$ cat src/design/bpc_pkg.sv
package bpc_pkg;
  typedef enum logic [3:0] {
    ST_IDLE, ST_MLOAD, ST_MRUN, ST_DLOAD, ST_DRUN, ST_STEP
  } state_t;

  typedef struct packed {
    logic        start;
    logic [31:0] a;
    logic [31:0] b;
  } op_req_t;
endpackage

$ cat src/design/bpc_mul.sv
module bpc_mul (
  input  logic           clk,
  input  logic           rst_n,
  input  bpc_pkg::op_req_t req,
  output logic           busy,
  output logic [31:0]    prod
);
  import bpc_pkg::*;
  logic [31:0] a_r, a_nxt, b_r, b_nxt, p_r, p_nxt;
  logic [5:0]  cnt_r, cnt_nxt;

  always_comb begin
    a_nxt = a_r;
    b_nxt = b_r;
    p_nxt = p_r;
    cnt_nxt = cnt_r;
    if (req.start) begin
      a_nxt = req.a;
      b_nxt = req.b;
      p_nxt = '0;
      cnt_nxt = 6'd32;
    end else if (cnt_r != 6'd0) begin
      if (b_r[0]) p_nxt = p_r + a_r;
      a_nxt = {a_r[30:0], 1'b0};
      b_nxt = {1'b0, b_r[31:1]};
      cnt_nxt = cnt_r - 6'd1;
    end
  end

  always_ff @(posedge clk) begin
    if (!rst_n) cnt_r <= '0;
    else cnt_r <= cnt_nxt;
    a_r <= a_nxt;
    b_r <= b_nxt;
    p_r <= p_nxt;
  end

  assign busy = (cnt_r != 6'd0) || req.start;
  assign prod = p_r;
endmodule

$ cat src/design/bpc_div.sv
module bpc_div (
  input  logic           clk,
  input  logic           rst_n,
  input  bpc_pkg::op_req_t req,
  output logic           busy,
  output logic [31:0]    quo
);
  import bpc_pkg::*;
  logic [31:0] n_r, n_nxt, d_r, d_nxt, q_r, q_nxt, rm_r, rm_nxt;
  logic [32:0] trial;
  logic [5:0]  cnt_r, cnt_nxt;

  always_comb begin
    n_nxt = n_r;
    d_nxt = d_r;
    q_nxt = q_r;
    rm_nxt = rm_r;
    cnt_nxt = cnt_r;
    trial = {rm_r, n_r[31]} - {1'b0, d_r};
    if (req.start) begin
      n_nxt = req.a;
      d_nxt = req.b;
      q_nxt = '0;
      rm_nxt = '0;
      cnt_nxt = 6'd32;
    end else if (cnt_r != 6'd0) begin
      if (!trial[32]) begin
        rm_nxt = trial[31:0];
        q_nxt = {q_r[30:0], 1'b1};
      end else begin
        rm_nxt = {rm_r[30:0], n_r[31]};
        q_nxt = {q_r[30:0], 1'b0};
      end
      n_nxt = {n_r[30:0], 1'b0};
      cnt_nxt = cnt_r - 6'd1;
    end
  end

  always_ff @(posedge clk) begin
    if (!rst_n) cnt_r <= '0;
    else cnt_r <= cnt_nxt;
    n_r <= n_nxt;
    d_r <= d_nxt;
    q_r <= q_nxt;
    rm_r <= rm_nxt;
  end

  assign busy = (cnt_r != 6'd0) || req.start;
  assign quo = q_r;
endmodule

$ cat src/design/barometric_pressure_compensation_core.sv
// channel | dir | signals
// in      | in  | in_valid in_ready in_func in_raw_sample
// out     | out | out_valid out_ready out_pressure_pa out_is_pressure out_divide_error
// cfg     | in  | cfg_valid cfg_ready cfg_index cfg_data
// Temperature beat: the result appears the cycle after accept.
// Pressure beat: 11 shift-add multiplies and 2 restoring divides on one shared multiplier
// and divider, each through load, run and step states. A zero X1 + md ends the beat
// after the first multiply, a zero B4 before the second divide. One beat is in flight at a time.
// Synchronous active-low reset clears calibration, UT, state.
// A stalled result holds in the output register; in_ready is low until taken.
module barometric_pressure_compensation_core (
  input  logic        clk,
  input  logic        rst_n,
  input  logic        in_valid,
  output logic        in_ready,
  input  logic        in_func,
  input  logic [23:0] in_raw_sample,
  output logic        out_valid,
  input  logic        out_ready,
  output logic signed [31:0] out_pressure_pa,
  output logic        out_is_pressure,
  output logic        out_divide_error,
  input  logic        cfg_valid,
  output logic        cfg_ready,
  input  logic [1:0]  cfg_index,
  input  logic [63:0] cfg_data
);
  import bpc_pkg::*;

  localparam logic [1:0] REG_A = 2'd0, REG_B = 2'd1, REG_C = 2'd2, REG_OSS = 2'd3;

  state_t st_r, st_nxt;
  logic [63:0] ca_r, cb_r;
  logic [31:0] cc_r;
  logic [1:0]  oss_r;
  logic [15:0] ut_r, ut_nxt;
  logic [23:0] raw_r, raw_nxt;
  logic [4:0]  pc_r, pc_nxt;
  logic [31:0] x1_r, x1_nxt, b6_r, b6_nxt, sq_r, sq_nxt, b3_r, b3_nxt;
  logic [31:0] b4_r, b4_nxt, b7_r, b7_nxt, p_r, p_nxt;
  logic        sn_r, sn_nxt;
  logic [31:0] opa_r, opa_nxt, opb_r, opb_nxt;
  logic        ov_r, ov_nxt;
  logic [31:0] op_r, op_nxt;
  logic        oi_r, oi_nxt, oe_r, oe_nxt;
  op_req_t     mreq, dreq;
  logic        mbusy, dbusy;
  logic [31:0] prod, quo;

  logic [31:0] ac1, ac2, ac3, ac4, ac5, ac6, b1, b2, mc, md;
  assign ac1 = {{16{ca_r[15]}}, ca_r[15:0]};
  assign ac2 = {{16{ca_r[31]}}, ca_r[31:16]};
  assign ac3 = {{16{ca_r[47]}}, ca_r[47:32]};
  assign ac4 = {16'd0, ca_r[63:48]};
  assign ac5 = {16'd0, cb_r[15:0]};
  assign ac6 = {16'd0, cb_r[31:16]};
  assign b1  = {{16{cb_r[47]}}, cb_r[47:32]};
  assign b2  = {{16{cb_r[63]}}, cb_r[63:48]};
  assign mc  = {{16{cc_r[15]}}, cc_r[15:0]};
  assign md  = {{16{cc_r[31]}}, cc_r[31:16]};

  bpc_mul u_mul (.clk, .rst_n, .req(mreq), .busy(mbusy), .prod);
  bpc_div u_div (.clk, .rst_n, .req(dreq), .busy(dbusy), .quo);

  assign cfg_ready = 1'b1;
  always_ff @(posedge clk) begin
    if (!rst_n) begin
      ca_r <= '0; cb_r <= '0; cc_r <= '0; oss_r <= '0;
    end else if (cfg_valid) begin
      unique case (cfg_index)
        REG_A:   ca_r <= cfg_data;
        REG_B:   cb_r <= cfg_data;
        REG_C:   cc_r <= cfg_data[31:0];
        REG_OSS: oss_r <= cfg_data[1:0];
      endcase
    end
  end

  function automatic logic [31:0] asr(input logic [31:0] v, input logic [4:0] s);
    return 32'($signed(v) >>> s);
  endfunction
  function automatic logic [31:0] mag(input logic [31:0] v);
    return v[31] ? 32'd0 - v : v;
  endfunction

  assign in_ready = (st_r == ST_IDLE) && !ov_r;
  assign out_valid = ov_r;
  assign out_pressure_pa = op_r;
  assign out_is_pressure = oi_r;
  assign out_divide_error = oe_r;

  // micro-program: each pc value consumes the last mul or div result and, until the last, issues the next
  logic [31:0] tmp;
  always_comb begin
    st_nxt = st_r; pc_nxt = pc_r; ut_nxt = ut_r; raw_nxt = raw_r;
    x1_nxt = x1_r; b6_nxt = b6_r; sq_nxt = sq_r; b3_nxt = b3_r;
    b4_nxt = b4_r; b7_nxt = b7_r; p_nxt = p_r; sn_nxt = sn_r;
    opa_nxt = opa_r; opb_nxt = opb_r;
    ov_nxt = ov_r; op_nxt = op_r; oi_nxt = oi_r; oe_nxt = oe_r;
    mreq = '{start: 1'b0, a: opa_r, b: opb_r};
    dreq = '{start: 1'b0, a: opa_r, b: opb_r};
    tmp = '0;
    if (ov_r && out_ready) ov_nxt = 1'b0;
    unique case (st_r)
      ST_IDLE: begin
        if (in_valid && in_ready) begin
          raw_nxt = in_raw_sample;
          if (!in_func) begin
            ut_nxt = in_raw_sample[15:0];
            ov_nxt = 1'b1; op_nxt = '0; oi_nxt = 1'b0; oe_nxt = 1'b0;
          end else begin
            pc_nxt = 5'd0;
            opa_nxt = {16'd0, ut_r} - ac6; opb_nxt = ac5;
            st_nxt = ST_MLOAD;
          end
        end
      end
      ST_MLOAD: begin mreq.start = 1'b1; st_nxt = ST_MRUN; end
      ST_DLOAD: begin dreq.start = 1'b1; st_nxt = ST_DRUN; end
      ST_MRUN: if (!mbusy) st_nxt = ST_STEP;
      ST_DRUN: if (!dbusy) st_nxt = ST_STEP;
      ST_STEP: begin
        pc_nxt = pc_r + 5'd1;
        st_nxt = ST_MLOAD;
        unique case (pc_r)
          5'd0: begin
            x1_nxt = asr(prod, 5'd15);
            tmp = asr(prod, 5'd15) + md;
            if (tmp == 32'd0) begin
              ov_nxt = 1'b1; op_nxt = '0; oi_nxt = 1'b0; oe_nxt = 1'b1;
              st_nxt = ST_IDLE;
            end else begin
              sn_nxt = mc[31] ^ tmp[31];
              opa_nxt = mag({mc[20:0], 11'd0}); opb_nxt = mag(tmp);
              st_nxt = ST_DLOAD;
            end
          end
          5'd1: begin
            tmp = sn_r ? 32'd0 - quo : quo;
            b6_nxt = x1_r + tmp - 32'd4000;
            opa_nxt = x1_r + tmp - 32'd4000; opb_nxt = x1_r + tmp - 32'd4000;
          end
          5'd2: begin
            sq_nxt = asr(prod, 5'd12);
            opa_nxt = b2; opb_nxt = asr(prod, 5'd12);
          end
          5'd3: begin x1_nxt = asr(prod, 5'd11); opa_nxt = ac2; opb_nxt = b6_r; end
          5'd4: begin
            tmp = ((ac1 * 32'd4 + x1_r + asr(prod, 5'd11)) << oss_r) + 32'd2;
            b3_nxt = asr(tmp + (tmp[31] ? 32'd3 : 32'd0), 5'd2);
            opa_nxt = ac3; opb_nxt = b6_r;
          end
          5'd5: begin x1_nxt = asr(prod, 5'd13); opa_nxt = b1; opb_nxt = sq_r; end
          5'd6: begin
            tmp = asr(x1_r + asr(prod, 5'd16) + 32'd2, 5'd2) + 32'd32768;
            opa_nxt = ac4; opb_nxt = tmp;
          end
          5'd7: begin
            b4_nxt = prod >> 15;
            opa_nxt = {8'd0, raw_r} >> (4'd8 - {2'd0, oss_r}) ;
            opa_nxt = opa_nxt - b3_r;
            opb_nxt = 32'd50000 >> oss_r;
          end
          5'd8: begin
            b7_nxt = prod;
            if (b4_r == 32'd0) begin
              ov_nxt = 1'b1; op_nxt = '0; oi_nxt = 1'b0; oe_nxt = 1'b1;
              st_nxt = ST_IDLE;
            end else begin
              opa_nxt = prod[31] ? prod : {prod[30:0], 1'b0};
              opb_nxt = b4_r;
              st_nxt = ST_DLOAD;
            end
          end
          5'd9: begin
            tmp = b7_r[31] ? {quo[30:0], 1'b0} : quo;
            p_nxt = tmp;
            opa_nxt = asr(tmp, 5'd8); opb_nxt = asr(tmp, 5'd8);
          end
          5'd10: begin x1_nxt = prod; opa_nxt = prod; opb_nxt = 32'd3038; end
          5'd11: begin
            x1_nxt = asr(prod, 5'd16);
            opa_nxt = 32'd0 - 32'd7357; opb_nxt = p_r;
          end
          default: begin
            tmp = x1_r + asr(prod, 5'd16) + 32'd3791;
            ov_nxt = 1'b1; op_nxt = p_r + asr(tmp, 5'd4); oi_nxt = 1'b1; oe_nxt = 1'b0;
            st_nxt = ST_IDLE;
          end
        endcase
      end
      default: st_nxt = ST_IDLE;
    endcase
  end

  always_ff @(posedge clk) begin
    if (!rst_n) begin
      st_r <= ST_IDLE; ov_r <= 1'b0; ut_r <= '0; pc_r <= '0;
    end else begin
      st_r <= st_nxt; ov_r <= ov_nxt; ut_r <= ut_nxt; pc_r <= pc_nxt;
    end
    raw_r <= raw_nxt; x1_r <= x1_nxt; b6_r <= b6_nxt; sq_r <= sq_nxt;
    b3_r <= b3_nxt; b4_r <= b4_nxt; b7_r <= b7_nxt; p_r <= p_nxt; sn_r <= sn_nxt;
    opa_r <= opa_nxt; opb_r <= opb_nxt; op_r <= op_nxt; oi_r <= oi_nxt; oe_r <= oe_nxt;
  end
endmodule

$ cat config.mk
export PLATFORM = sky130hd
export DESIGN_NAME = barometric_pressure_compensation_core
export DESIGN_NICKNAME = d
export VERILOG_FILES = /design/src/design/bpc_pkg.sv /design/src/design/bpc_mul.sv /design/src/design/bpc_div.sv /design/src/design/barometric_pressure_compensation_core.sv
export SDC_FILE = /design/constraint.sdc
export NUM_CORES = 2
export LEC_CHECK = 0
export BUFFER_PORTS_ARGS = -buffer_cell sky130_fd_sc_hd__buf_2
export CAP_MARGIN = 25
export CORE_MARGIN = 1.5
export CORE_UTILIZATION = 40
export CTS_CLUSTER_SIZE = 40
export DETAILED_ROUTE_END_ITERATION = 16
export GPL_ROUTABILITY_DRIVEN = 0
export PLACE_DENSITY_LB_ADDON = 0.12
export SYNTH_ARGS = -nofsm -noshare
export SYNTH_HDL_FRONTEND = slang
export SYNTH_SLANG_ARGS = --single-unit
$ cat constraint.sdc
create_clock -name clk -period 8.95 [get_ports clk]
set_input_delay 1.3425 -clock clk [delete_from_list [all_inputs] [get_ports clk]]
set_output_delay 1.3425 -clock clk [all_outputs]
set_load 0.02 [all_outputs]
==> flow_metrics.py <==
metrics = {
    "min_path": {
        "hold_class": "reg -> reg",
        "hold_depth": 0,
        "holdCritStartpoint": "opb_r[23]",
        "holdPathEnd": "u_div.d_r[23]",
    },
    "setup_path": {
        "reg2reg_depth": 23,
        "cp_slowest_cell": "a211oi_2",
        "r2r_setup_slack_ns": 1.34,
        "reg2reg_to": "b3_r[28]",
        "worst_r2r_startpoint": "x1_r[2]",
        "cp.required_ns": 9.38,
        "worst_ep_arrival_time_ns": 8.03,
        "crit_fanout": 9,
        "startpoint_type": "register",
        "crit_type": "reg -> reg",
        "end_kind": "register",
        "path_cells": "inv_1, fa_1, inv_1, ha_1, a211o_1, and2_1, o31ai_1, nand3_1, or3_1, a211oi_2, nand3_1, nor2_1, nand4_1, xnor2_2, ha_1, and3_1, nand2_1, a221o_1, and2_1, nand4bb_1, or3_4, nor4b_4, xor2_1",
        "cpPeakStageDelay_ns": 0.60,
    },
    "cts": {
        "clkSinkCount": 706,
        "ctsResizeCount": 0,
        "ctsHoldBuffers": 0,
        "cts_inserted_buffers": 86,
        "cts_tree": "done",
        "post_cts.repair.setup_buffers": 0,
        "path_clk_slew_ns": 0.06,
        "ctsHtreeMaxLevel": 3,
        "clkLatencyLatePin_ns": 0.70,
        "cts_root_buf": "clkbuf_16",
        "clk_path_buf_depth": 3,
    },
    "finish": {
        "fillers": 11746,
        "drive_above_1_share_pct": 9.11,
        "fin_nets": 5962,
        "area_growth_pct": 11.4,
        "final_core_util_pct": 44.9,
    },
    "sta": {
        "rsz0062_at_grt": "no",
        "relSlewSlack_pct": 23.6,
        "tightest_slew_ns": 1.14,
        "hold_ws_ns": 0.455,
        "min_period_ns": 7.61,
        "slew_violations": 0,
        "fmax_mhz": 131,
        "tns_ns": 0,
        "timing.final.crit_share_pct": 85.0,
        "hold_viol_final": 0,
        "clock_skew_ns": 0.0273,
        "finalSetupViolations": 0,
    },
    "drt": {
        "highest_layer": "met5",
        "vias": 42760,
        "met3WireLength_um": 15200,
        "drtIter0Drc": 4635,
        "viasPerCell": 5.92,
        "dr.pass1.iters": 8,
        "drc_errors": 0,
        "wl_per_cell_um": 25.4,
        "met2_length_um": 79700,
        "wirelength_um": 184000,
        "drt-met1-wl_um": 77200,
        "postRouteAntennaNets": 0,
    },
    "placement": {
        "post-dp-hpwl_um": 138000,
        "io_buffers": 131,
    },
    "floorplanning": {
        "io_pins": 133,
        "die_area_um2": 123000,
        "dieHeight_um": 350,
        "core_area_um2": 120000,
        "initial_core_util_pct": 40.3,
        "die_x_um": 350,
        "rows": 127,
    },
    "power": {
        "p_leak_nw": 21.0,
        "switchingPower_w": 0.00981,
        "power_frac_comb_pct": 57.1,
        "powerDensity_nw_per_um2": 392,
        "irDropWorstVdd_mv": 0.195,
        "p_clk_share_pct": 18.2,
        "power_frac_seq_pct": 24.7,
        "swShare_pct": 46.5,
        "p_int_w": 0.0113,
    },
    "grt": {
        "grt_pass1_vias": 39672,
        "antenna_found_initial": 10,
        "gr-total-overflow": 0,
        "grt_max_degree": 100,
        "gr-usage-all-layers_pct": 29.3,
        "grt_pass1_wl_um": 266000,
    },
    "synthesis": {
        "synth_top_family_by_area": "compound AO/OA/AOI/OAI gates",
        "synthMuxAreaShare_pct": 2.73,
        "yosysMostFrequentCell": "nand2_1",
        "synth_edf_count": 411,
        "syn_area_um2": 48200,
        "synth_area_leaders": "edfxtp_1, dfxtp_1, nand2_1",
        "postSynthCellCount": 5506,
        "synth_ff_type": "edfxtp_1",
        "yosysWarnings": 0,
        "yosysTopAreaCell": "edfxtp_1",
        "ys_types": 105,
        "synth_top_cell_area_share_pct": 25.6,
        "seq_area_frac_synth_pct": 37.9,
        "avgSynthCellArea_um2": 8.75,
        "synth_compound_area_share_pct": 20.9,
        "synth-xor-area-share_pct": 6.51,
        "synth-simple-area-share_pct": 18.6,
        "synth_commonest_cells": "nand2_1, edfxtp_1, a21oi_1",
        "synth-async-reset-ratio_pct": 0,
        "synth-adder-area-share_pct": 9.18,
        "synth_seq_cells": 706,
    },
    "run_status": {
        "outcome": "complete, no violations",
    },
    "run": {
        "cap_violations": 0,
    },
}
per-layer routing:
layer	GRT usage (%)	up-vias
met5	0	-
met4	16.3	16
met3	5.52	465
met2	45.1	1806
met1	38.7	20513
li1	-	19960
through the flow:
step	cells	power, W	area, µm²	setup WS [ns]
after CTS	7214	0.0209	53600	1.42
after global placement	7050	0.0170	50500	1.59
after floorplan	5509	0.0136	48200	1.99
after global routing	7221	0.0225	53700	0.900
final	7224	0.0211	53700	1.34
after detailed placement	7052	0.0170	50500	1.45
power by group through the flow:
stage                     clock network (W)  logic [W]  registers [W]
after CTS                           0.00389     0.0118        0.00520
after global placement                    0     0.0118        0.00525
after detailed placement                  0     0.0118        0.00526
after floorplan                           0    0.00852        0.00507
final                               0.00384     0.0120        0.00521
after global routing                0.00402     0.0132        0.00527
layout by cell type (no fill, tap or decap), types with 64 or more instances in the layout:
cell type,instances
nor2_1,314
a22oi_1,77
a21o_1,86
buf_2,131
a31oi_1,64
xor2_1,132
ha_1,293
nand3_1,101
a21oi_1,341
a21boi_0,202
buf_4,87
clkbuf_16,89
nand2_1,1054
dfxtp_1,292
edfxtp_1,411
nor3_1,97
o21ai_0,214
inv_1,254
xnor2_1,221
registers in the layout, summed over array words and instances (netlist names), 5 cells and up:
name / cells
ca_r: 64
cb_r: 64
b6_r: 32
cc_r: 32
opa_r: 32
opb_r: 32
out_pressure_pa: 32
p_r: 32
u_div.d_r: 32
u_div.n_r: 32
u_div.quo: 32
u_div.rm_r: 32
u_mul.a_r: 32
u_mul.b_r: 32
u_mul.prod: 32
x1_r: 32
b3_r: 30
raw_r: 20
sq_r: 20
b4_r: 17
ut_r: 16
u_div.cnt_r: 6
u_mul.cnt_r: 6
pc_r: 5
worst max-delay path by stage:
stage                         from        to  slack [ns]  depth (start not counted)
finish                     x1_r[2]  b3_r[28]        1.34                         23
global route               x1_r[2]  b3_r[28]        0.90                         23
CTS                        x1_r[2]  b3_r[28]        1.42                         23
detailed placement         x1_r[2]  b3_r[28]        1.45                         23
global placement           x1_r[2]  b3_r[28]        1.59                         24
floorplan           u_mul.prod[13]  b3_r[28]        1.99                         26
area by class of cell:
class	count	area, µm²	share of cell area (%)
clock buffer	109	2340	4.36
clock inverter	53	737	1.37
sequential	706	18300	34.0
antenna	3	7.51	0.0140
timing repair buffer	224	1390	2.59
tap	1612	2020	3.76
multi-input combinational	4260	28000	52.1
inverter	257	966	1.80
kinds of logic (layout without fill, tap and decap cells):
group / Yosys count / count (layout)
AND/OR/NAND/NOR: 1977 / 1977
AO/OA/AOI/OAI: 1474 / 1474
flip-flops: 706 / 706
buffers and inverters: 543 / 643
XOR/XNOR: 356 / 356
adder cells (fa/ha/maj): 331 / 331
multiplexers: 117 / 117
other: 2 / 8
critical path: cells and delay by family, from the launching register on:
family	cells	cell delay, ns
compound gates	4	1.83
xor+xnor	2	0.31
fa+ha+maj	3	1.16
simple gates	12	3.40
buf+inv	2	0.16
flops	1	0.45
No activity file was read; power rests on OpenSTA's default activity.
